`src/design/dds_pkg.sv`:
```
// Shared constants, types and the microcode program of the dust density smoother.
package dds_pkg;

    localparam int SAMPLES  = 10;
    localparam int ADC_W    = 12;
    localparam int GAIN_W   = 16;
    localparam int ALPHA_W  = 9;
    localparam int OUT_W    = 20;
    localparam int CFG_W    = 16;
    localparam int CFG_IDX_W = 2;

    localparam int SUM_W  = $clog2(SAMPLES * 4095 + 1);
    localparam int IDX_W  = (SAMPLES > 1) ? $clog2(SAMPLES) : 1;
    localparam int PROD_W = SUM_W + GAIN_W;
    localparam int DVD_W  = PROD_W - 8;
    localparam int REC_SH = DVD_W + $clog2(SAMPLES);
    localparam int REC_W  = DVD_W + 1;
    localparam int QUO_W  = DVD_W + REC_W - REC_SH;
    localparam int DIFF_W = OUT_W + 1;
    localparam int EPROD_W = DIFF_W + ALPHA_W + 1;
    localparam int NS_W   = OUT_W + 4;
    localparam int UPC_W  = 4;

    // Rounded-up reciprocal of SAMPLES; exact floor division for any DVD_W-bit dividend.
    localparam logic [REC_W-1:0] REC_MUL =
        REC_W'(((64'd1 << REC_SH) + 64'(SAMPLES) - 64'd1) / 64'(SAMPLES));

    localparam logic [OUT_W-1:0]   OUT_MAX   = '1;
    localparam logic [ADC_W-1:0]   OFFSET_RST = 12'd372;
    localparam logic [GAIN_W-1:0]  GAIN_RST   = 16'd8978;
    localparam logic [ALPHA_W-1:0] ALPHA_RST  = 9'd26;

    localparam logic [CFG_IDX_W-1:0] REG_OFFSET = 2'd0;
    localparam logic [CFG_IDX_W-1:0] REG_GAIN   = 2'd1;
    localparam logic [CFG_IDX_W-1:0] REG_ALPHA  = 2'd2;

    typedef enum logic [3:0] {
        OP_IDLE,
        OP_EXCESS,
        OP_MUL,
        OP_DIV,
        OP_SAT,
        OP_DIFF,
        OP_EMAMUL,
        OP_EMIT
    } dds_op_t;

    typedef enum logic [1:0] {
        C_NEXT,
        C_IF_LAST,
        C_IF_FREE
    } dds_cond_t;

    typedef struct packed {
        dds_op_t          op;
        dds_cond_t        cond;
        logic [UPC_W-1:0] target;
    } dds_uword_t;

    typedef struct packed {
        logic accept;
        logic last;
        logic out_free;
    } dds_stat_t;

    function automatic dds_uword_t dds_urom(input logic [UPC_W-1:0] addr);
        dds_uword_t w;
        case (addr)
            4'd0: w = '{op: OP_IDLE,    cond: C_IF_LAST, target: 4'd1};
            4'd1: w = '{op: OP_EXCESS,  cond: C_NEXT,    target: 4'd0};
            4'd2: w = '{op: OP_MUL,     cond: C_NEXT,    target: 4'd0};
            4'd3: w = '{op: OP_DIV,     cond: C_NEXT,    target: 4'd0};
            4'd4: w = '{op: OP_SAT,     cond: C_NEXT,    target: 4'd0};
            4'd5: w = '{op: OP_DIFF,    cond: C_NEXT,    target: 4'd0};
            4'd6: w = '{op: OP_EMAMUL,  cond: C_NEXT,    target: 4'd0};
            4'd7: w = '{op: OP_EMIT,    cond: C_IF_FREE, target: 4'd0};
            default: w = '{op: OP_IDLE, cond: C_IF_FREE, target: 4'd0};
        endcase
        return w;
    endfunction

endpackage

```
`src/design/dds_seq.sv`:
```
// Microcode sequencer: step counter, program table lookup and conditional jumps.
module dds_seq
    import dds_pkg::*;
(
    input  logic      aclk,
    input  logic      aresetn,
    input  dds_stat_t stat,
    output dds_op_t   op
);

    logic [UPC_W-1:0] upc_reg;
    logic [UPC_W-1:0] upc_next;
    dds_uword_t       uword;

    assign uword = dds_urom(upc_reg);
    assign op    = uword.op;

    always_comb begin
        case (uword.cond)
            C_NEXT:    upc_next = upc_reg + UPC_W'(1);
            C_IF_LAST: upc_next = (stat.accept && stat.last) ? uword.target : upc_reg;
            C_IF_FREE: upc_next = stat.out_free ? uword.target : upc_reg;
            default:   upc_next = '0;
        endcase
    end

    always_ff @(posedge aclk) begin
        if (!aresetn) begin
            upc_reg <= '0;
        end else begin
            upc_reg <= upc_next;
        end
    end

endmodule

```
`src/design/dds_dp.sv`:
```
// Datapath: sample accumulation, batch density, reciprocal divide, moving average and output register.
module dds_dp
    import dds_pkg::*;
(
    input  logic                 aclk,
    input  logic                 aresetn,
    input  dds_op_t              op,
    output dds_stat_t            stat,
    input  logic                 cfg_wr_en,
    input  logic [CFG_IDX_W-1:0] cfg_index,
    input  logic [CFG_W-1:0]     cfg_wdata,
    input  logic                 s_valid,
    output logic                 s_ready,
    input  logic [ADC_W-1:0]     s_adc_sample,
    output logic                 m_valid,
    input  logic                 m_ready,
    output logic [OUT_W-1:0]     m_smoothed_density,
    output logic [OUT_W-1:0]     m_instant_density
);

    logic [ADC_W-1:0]         offset_reg;
    logic [GAIN_W-1:0]        gain_reg;
    logic [ALPHA_W-1:0]       alpha_reg;
    logic [SUM_W-1:0]         sum_reg;
    logic [IDX_W-1:0]         idx_reg;
    logic [OUT_W-1:0]         smooth_reg;
    logic [SUM_W-1:0]         exc_reg;
    logic [PROD_W-1:0]        prod_reg;
    logic [QUO_W-1:0]         quo_reg;
    logic [OUT_W-1:0]         d_reg;
    logic signed [DIFF_W-1:0] diff_reg;
    logic signed [EPROD_W-1:0] eprod_reg;
    logic                     m_valid_reg;
    logic [OUT_W-1:0]         m_smooth_reg;
    logic [OUT_W-1:0]         m_inst_reg;

    logic                     accept;
    logic                     last;
    logic                     out_free;
    logic [SUM_W-1:0]         base;
    logic [SUM_W-1:0]         exc_next;
    logic [DVD_W+REC_W-1:0]   rec_prod;
    logic signed [ALPHA_W:0]  alpha_s;
    logic signed [NS_W-1:0]   ns;
    logic [OUT_W-1:0]         smooth_next;

    assign s_ready  = (op == OP_IDLE);
    assign accept   = s_valid && s_ready;
    assign last     = (idx_reg == IDX_W'(SAMPLES - 1));
    assign out_free = !m_valid_reg || m_ready;

    assign stat.accept   = accept;
    assign stat.last     = last;
    assign stat.out_free = out_free;

    assign base     = SUM_W'(offset_reg) * SUM_W'(SAMPLES);
    assign exc_next = (sum_reg > base) ? (sum_reg - base) : '0;

    assign rec_prod = (DVD_W + REC_W)'(prod_reg[PROD_W-1:8]) * (DVD_W + REC_W)'(REC_MUL);

    assign alpha_s = {1'b0, alpha_reg};
    assign ns = $signed({{(NS_W - OUT_W){1'b0}}, smooth_reg})
              + {{(NS_W - (EPROD_W - 8)){eprod_reg[EPROD_W-1]}}, eprod_reg[EPROD_W-1:8]};

    always_comb begin
        if (ns < 0) begin
            smooth_next = '0;
        end else if (ns > $signed({{(NS_W - OUT_W){1'b0}}, OUT_MAX})) begin
            smooth_next = OUT_MAX;
        end else begin
            smooth_next = ns[OUT_W-1:0];
        end
    end

    always_ff @(posedge aclk) begin
        if (!aresetn) begin
            offset_reg <= OFFSET_RST;
            gain_reg   <= GAIN_RST;
            alpha_reg  <= ALPHA_RST;
        end else if (cfg_wr_en) begin
            case (cfg_index)
                REG_OFFSET: offset_reg <= cfg_wdata[ADC_W-1:0];
                REG_GAIN:   gain_reg   <= cfg_wdata[GAIN_W-1:0];
                REG_ALPHA:  alpha_reg  <= cfg_wdata[ALPHA_W-1:0];
                default: begin
                end
            endcase
        end
    end

    always_ff @(posedge aclk) begin
        if (!aresetn) begin
            sum_reg     <= '0;
            idx_reg     <= '0;
            smooth_reg  <= '0;
            m_valid_reg <= 1'b0;
        end else begin
            if (accept) begin
                sum_reg <= sum_reg + SUM_W'(s_adc_sample);
                idx_reg <= last ? '0 : idx_reg + IDX_W'(1);
            end else if (op == OP_EXCESS) begin
                sum_reg <= '0;
            end
            if (op == OP_EMIT && out_free) begin
                smooth_reg  <= smooth_next;
                m_valid_reg <= 1'b1;
            end else if (m_ready) begin
                m_valid_reg <= 1'b0;
            end
        end
    end

    always_ff @(posedge aclk) begin
        case (op)
            OP_EXCESS: exc_reg <= exc_next;
            OP_MUL:    prod_reg <= PROD_W'(exc_reg) * PROD_W'(gain_reg);
            OP_DIV:    quo_reg <= rec_prod[REC_SH +: QUO_W];
            OP_SAT: d_reg <= (quo_reg > QUO_W'(OUT_MAX)) ? OUT_MAX : quo_reg[OUT_W-1:0];
            OP_DIFF: diff_reg <= $signed({1'b0, d_reg}) - $signed({1'b0, smooth_reg});
            OP_EMAMUL: eprod_reg <= EPROD_W'(alpha_s) * EPROD_W'(diff_reg);
            OP_EMIT: begin
                if (out_free) begin
                    m_smooth_reg <= smooth_next;
                    m_inst_reg   <= d_reg;
                end
            end
            default: begin
            end
        endcase
    end

    assign m_valid            = m_valid_reg;
    assign m_smoothed_density = m_smooth_reg;
    assign m_instant_density  = m_inst_reg;

endmodule

```
`src/design/dust_density_average_smooth.sv`:
```
// Top level of the dust density averaging and smoothing block.
//
//  Channel   Direction  Handshake          Payload
//  s_        in         s_valid/s_ready    s_adc_sample
//  m_        out        m_valid/m_ready    m_smoothed_density, m_instant_density
//  cfg_      in         cfg_wr_en          cfg_index, cfg_wdata
//
// A sample that does not close a batch is added to the sum, and the block stays ready for the next sample.
// A sample that closes a batch is followed by seven program steps, during which no sample is taken.
// Reset is synchronous and active low; it restores the register defaults.
// A result waiting in the output register stalls the program only at its final step.
module dust_density_average_smooth
    import dds_pkg::*;
(
    input  logic                 aclk,
    input  logic                 aresetn,
    input  logic                 cfg_wr_en,
    input  logic [CFG_IDX_W-1:0] cfg_index,
    input  logic [CFG_W-1:0]     cfg_wdata,
    input  logic                 s_valid,
    output logic                 s_ready,
    input  logic [ADC_W-1:0]     s_adc_sample,
    output logic                 m_valid,
    input  logic                 m_ready,
    output logic [OUT_W-1:0]     m_smoothed_density,
    output logic [OUT_W-1:0]     m_instant_density
);

    dds_op_t   op;
    dds_stat_t stat;

    dds_seq u_seq (
        .aclk    (aclk),
        .aresetn (aresetn),
        .stat    (stat),
        .op      (op)
    );

    dds_dp u_dp (
        .aclk               (aclk),
        .aresetn            (aresetn),
        .op                 (op),
        .stat               (stat),
        .cfg_wr_en          (cfg_wr_en),
        .cfg_index          (cfg_index),
        .cfg_wdata          (cfg_wdata),
        .s_valid            (s_valid),
        .s_ready            (s_ready),
        .s_adc_sample       (s_adc_sample),
        .m_valid            (m_valid),
        .m_ready            (m_ready),
        .m_smoothed_density (m_smoothed_density),
        .m_instant_density  (m_instant_density)
    );

endmodule

```
`config.mk`:
```
export PLATFORM = sky130hd
export DESIGN_NAME = dust_density_average_smooth
export DESIGN_NICKNAME = d
export VERILOG_FILES = /design/src/design/dds_pkg.sv /design/src/design/dds_seq.sv /design/src/design/dds_dp.sv /design/src/design/dust_density_average_smooth.sv
export SDC_FILE = /design/constraint.sdc
export NUM_CORES = 2
export LEC_CHECK = 0
export BUFFER_PORTS_ARGS = -buffer_cell sky130_fd_sc_hd__buf_2
export CAP_MARGIN = 20
export CELL_PAD_IN_SITES_DETAIL_PLACEMENT = 0
export CELL_PAD_IN_SITES_GLOBAL_PLACEMENT = 1
export CORE_AREA = 2 2 298 358
export DETAILED_ROUTE_END_ITERATION = 6
export DIE_AREA = 0 0 300 360
export PLACE_DENSITY = 0.58
export SETUP_SLACK_MARGIN = 0.3
export SYNTH_ARGS = -nofsm -noshare
export SYNTH_HDL_FRONTEND = slang
export SYNTH_SLANG_ARGS = --single-unit
```
`constraint.sdc`:
```
create_clock -name aclk -period 10.05 [get_ports aclk]
set_input_delay 1.5075 -clock aclk [delete_from_list [all_inputs] [get_ports aclk]]
set_output_delay 1.5075 -clock aclk [all_outputs]
set_load 0.05 [all_outputs]
```
==> results_dict.tcl <==
set metrics [dict create \
    cts_hold_buf 0 \
    final_nets 4801 \
    hold_path_depth 0 \
    critPathMaxStageDelay_ns 0.73 \
    antenna_left 0 \
    ys_top_cells_by_count "inv_1, fa_1, ha_1" \
    final_core_util_pct 37.6 \
    areaGrowthSynthToFinish_pct 8.16 \
    cp_common_cell "fa_1" \
    grt_pass1_wl_mm 149 \
    reg2reg_depth 23 \
    gr-usage-all-layers_pct 17.8 \
    die-area_um2 108000 \
    yosysMostFrequentCell "inv_1" \
    final-setup-viol-count 0 \
    cts_buffers 34 \
    max_slew_margin_pct 31.9 \
    arrival_ns 7.56 \
    async_flop_share_pct 0 \
    post_cts_buffers 0 \
    synth_area_um2 36300 \
    ioPinCount 77 \
    place_congestion 0.873 \
    clock_skew_ns 0.0493 \
    max_cap_viol_count 0 \
    initial_core_util_pct 34.8 \
    max_freq_mhz 138 \
    status "complete, no violations" \
    min_path_type "flip-flop to flip-flop" \
    critPathCaptureType "flip-flop" \
    clock_tree.root_cell "clkbuf_16" \
    synth_top_area_share_pct 31.0 \
    grt_pass1_vias 26013 \
    drt_first_iter_violations 957 \
    synth-seq-cells 252 \
    cp_top_family "adder cells" \
    crit_chain "and2_1 -> fa_1 -> inv_1 -> fa_1 -> fa_1 -> inv_1 -> fa_1 -> fa_1 -> inv_1 -> fa_1 -> inv_1 -> ha_1 -> a21o_1 -> a21o_1 -> a21o_1 -> a21o_1 -> a221o_2 -> o211ai_1 -> a21boi_1 -> o21a_1 -> o21ai_1 -> a21oi_1 -> xnor2_1" \
    firstDrtPassIters 5 \
    setup_tns_ns 0 \
    vias_per_cell 4.71 \
    yosys-top-cells-area "fa_1, ha_1, edfxtp_1" \
    synth_cell_types 73 \
    antenna_found_initial 3 \
    tightest_slew_ns 1.02 \
    critPathSlowestCell "edfxtp_1" \
    cts_resized 0 \
    crit-reg2reg-launch "u_dp.exc_reg[9]" \
    critPathLaunchType "flip-flop" \
    rrSetupSlack_ns 2.82 \
    slew_violations 0 \
    clk_pin_slew_worst_paths_ns 0.06 \
    clock_latency_ns 0.60 \
    hold_violations 0 \
    synth_ff_type "edfxtp_1" \
    critical_path_class "flip-flop to flip-flop" \
    drive_gt1_share_pct 5.69 \
    routedWlPerCell_um 18.3 \
    drc 0 \
    fp.coreArea_um2 104000 \
    avgSynthCellArea_um2 9.95 \
    min_from "u_dp.d_reg[15]" \
    min_to "u_dp.m_instant_density[15]" \
    synth_edf_count 165 \
    antenna_cells 0 \
    htreeDepth 2 \
    dieHeight_um 360 \
    required_ns 10.38 \
    cts_tree "done" \
    grt-ovfl-total 0 \
    cts_sinks 252 \
    syn-num-nets 4767 \
    synthCells 3653 \
    rsz0062_at_grt "no" \
    crit_fanout 16 \
    yosysTopAreaCell "fa_1" \
    finalCriticalPeriod_ns 7.23 \
    vias 23978 \
    yosys_warnings 0 \
    wl_mm 93.2 \
    fin_hold_ws_ns 0.492 \
    die_w_um 300 \
    clockBufferDepth 3 \
    fin_crit_sh_pct 71.9 \
    critPathBufInv 4 \
    largest_reg_flops 24 \
    ys_seq_area_share_pct 18.4 \
    rows 130 \
    port_buffers 76 \
    worstReg2RegEnd "u_dp.prod_reg[31]" \
    dp.final_hpwl_mm 77.2 \
    grt_max_degree 83 \
]
-- worst reg2reg max path, cell delays in order (launching register included) --
cell and delay [ns]:
edfxtp_1 0.73, and2_1 0.32, fa_1 0.53, inv_1 0.05, fa_1 0.46, fa_1 0.51, inv_1 0.05, fa_1 0.51
fa_1 0.49, inv_1 0.05, fa_1 0.47, inv_1 0.04, ha_1 0.33, a21o_1 0.20, a21o_1 0.17, a21o_1 0.16
a21o_1 0.17, a221o_2 0.37, o211ai_1 0.27, a21boi_1 0.14, o21a_1 0.22, o21ai_1 0.21, a21oi_1 0.11, xnor2_1 0.42
-- worst max path at each step --
stage	startpoint	slack, ns	end	cells past startpoint
3_5_place_dp	u_dp.exc_reg[12]	2.58	u_dp.prod_reg[31]	22
6_report	u_dp.exc_reg[9]	2.82	u_dp.prod_reg[31]	23
2_1_floorplan	u_dp.gain_reg[1]	3.71	u_dp.prod_reg[30]	23
5_1_grt	u_dp.exc_reg[12]	2.32	u_dp.prod_reg[31]	22
4_1_cts	u_dp.exc_reg[12]	2.56	u_dp.prod_reg[31]	22
3_3_place_gp	u_dp.exc_reg[12]	2.49	u_dp.prod_reg[31]	22
-- cell type report --
| class | count | area (um2) |
|---|---|---|
| Timing Repair Buffer | 90 | 522 |
| Tap cell | 1386 | 1730 |
| Clock buffer | 38 | 876 |
| Sequential cell | 252 | 6700 |
| Clock inverter | 21 | 181 |
| Multi-Input combinational cell | 2524 | 26300 |
| Fill cell | 10591 | 65100 |
| Inverter | 785 | 2950 |
-- cells in the final DEF, fill, tap and decap left out, types with 13 or more instances in the layout --
master and instances:
a21boi_0 34, a21o_1 42, a21oi_1 110, and2_1 267
buf_2 76, clkbuf_16 34, dfxtp_1 87, edfxtp_1 165
fa_1 563, ha_1 516, inv_1 785, mux2i_1 13
nand2_1 310, nand2b_1 19, nand3_1 41, nand4_1 14
nor2_1 106, nor2b_1 38, nor3_1 40, o21a_1 30
o21ai_0 53, or2_2 27, xnor2_1 86, xor2_1 50
-- cell families after synthesis --
logic type,Yosys count,synth area share [%]
multiplexers,13,0.358
adder cells (fa/ha/maj),1079,48.8
AO/OA/AOI/OAI,385,7.35
AND/OR/NAND/NOR,911,12.6
XOR/XNOR,136,3.28
flip-flops,252,18.4
buffers and inverters,877,9.18
-- layer usage --
metal / GRT usage [%] / routed length [um] / vias to the layer above
met2: 32.6 / 48900 / 239
met4: 4.60 / 2350 / 0
met5: 0 / 0 / -
li1: - / - / 11612
met1: 22.1 / 39600 / 12024
met3: 1.98 / 2390 / 103
-- per-stage QoR --
step	cells	area, um2	worst slack (ns)
after floorplan	3653	36300	3.71
after detailed placement	5036	38200	2.58
after global routing	5096	39300	2.32
after global placement	5034	38200	2.49
after CTS	5095	39300	2.56
final	5096	39300	2.82
Power is not shown: default switching activity piles up to over one toggle a cycle in this logic, so the estimate is an artifact.
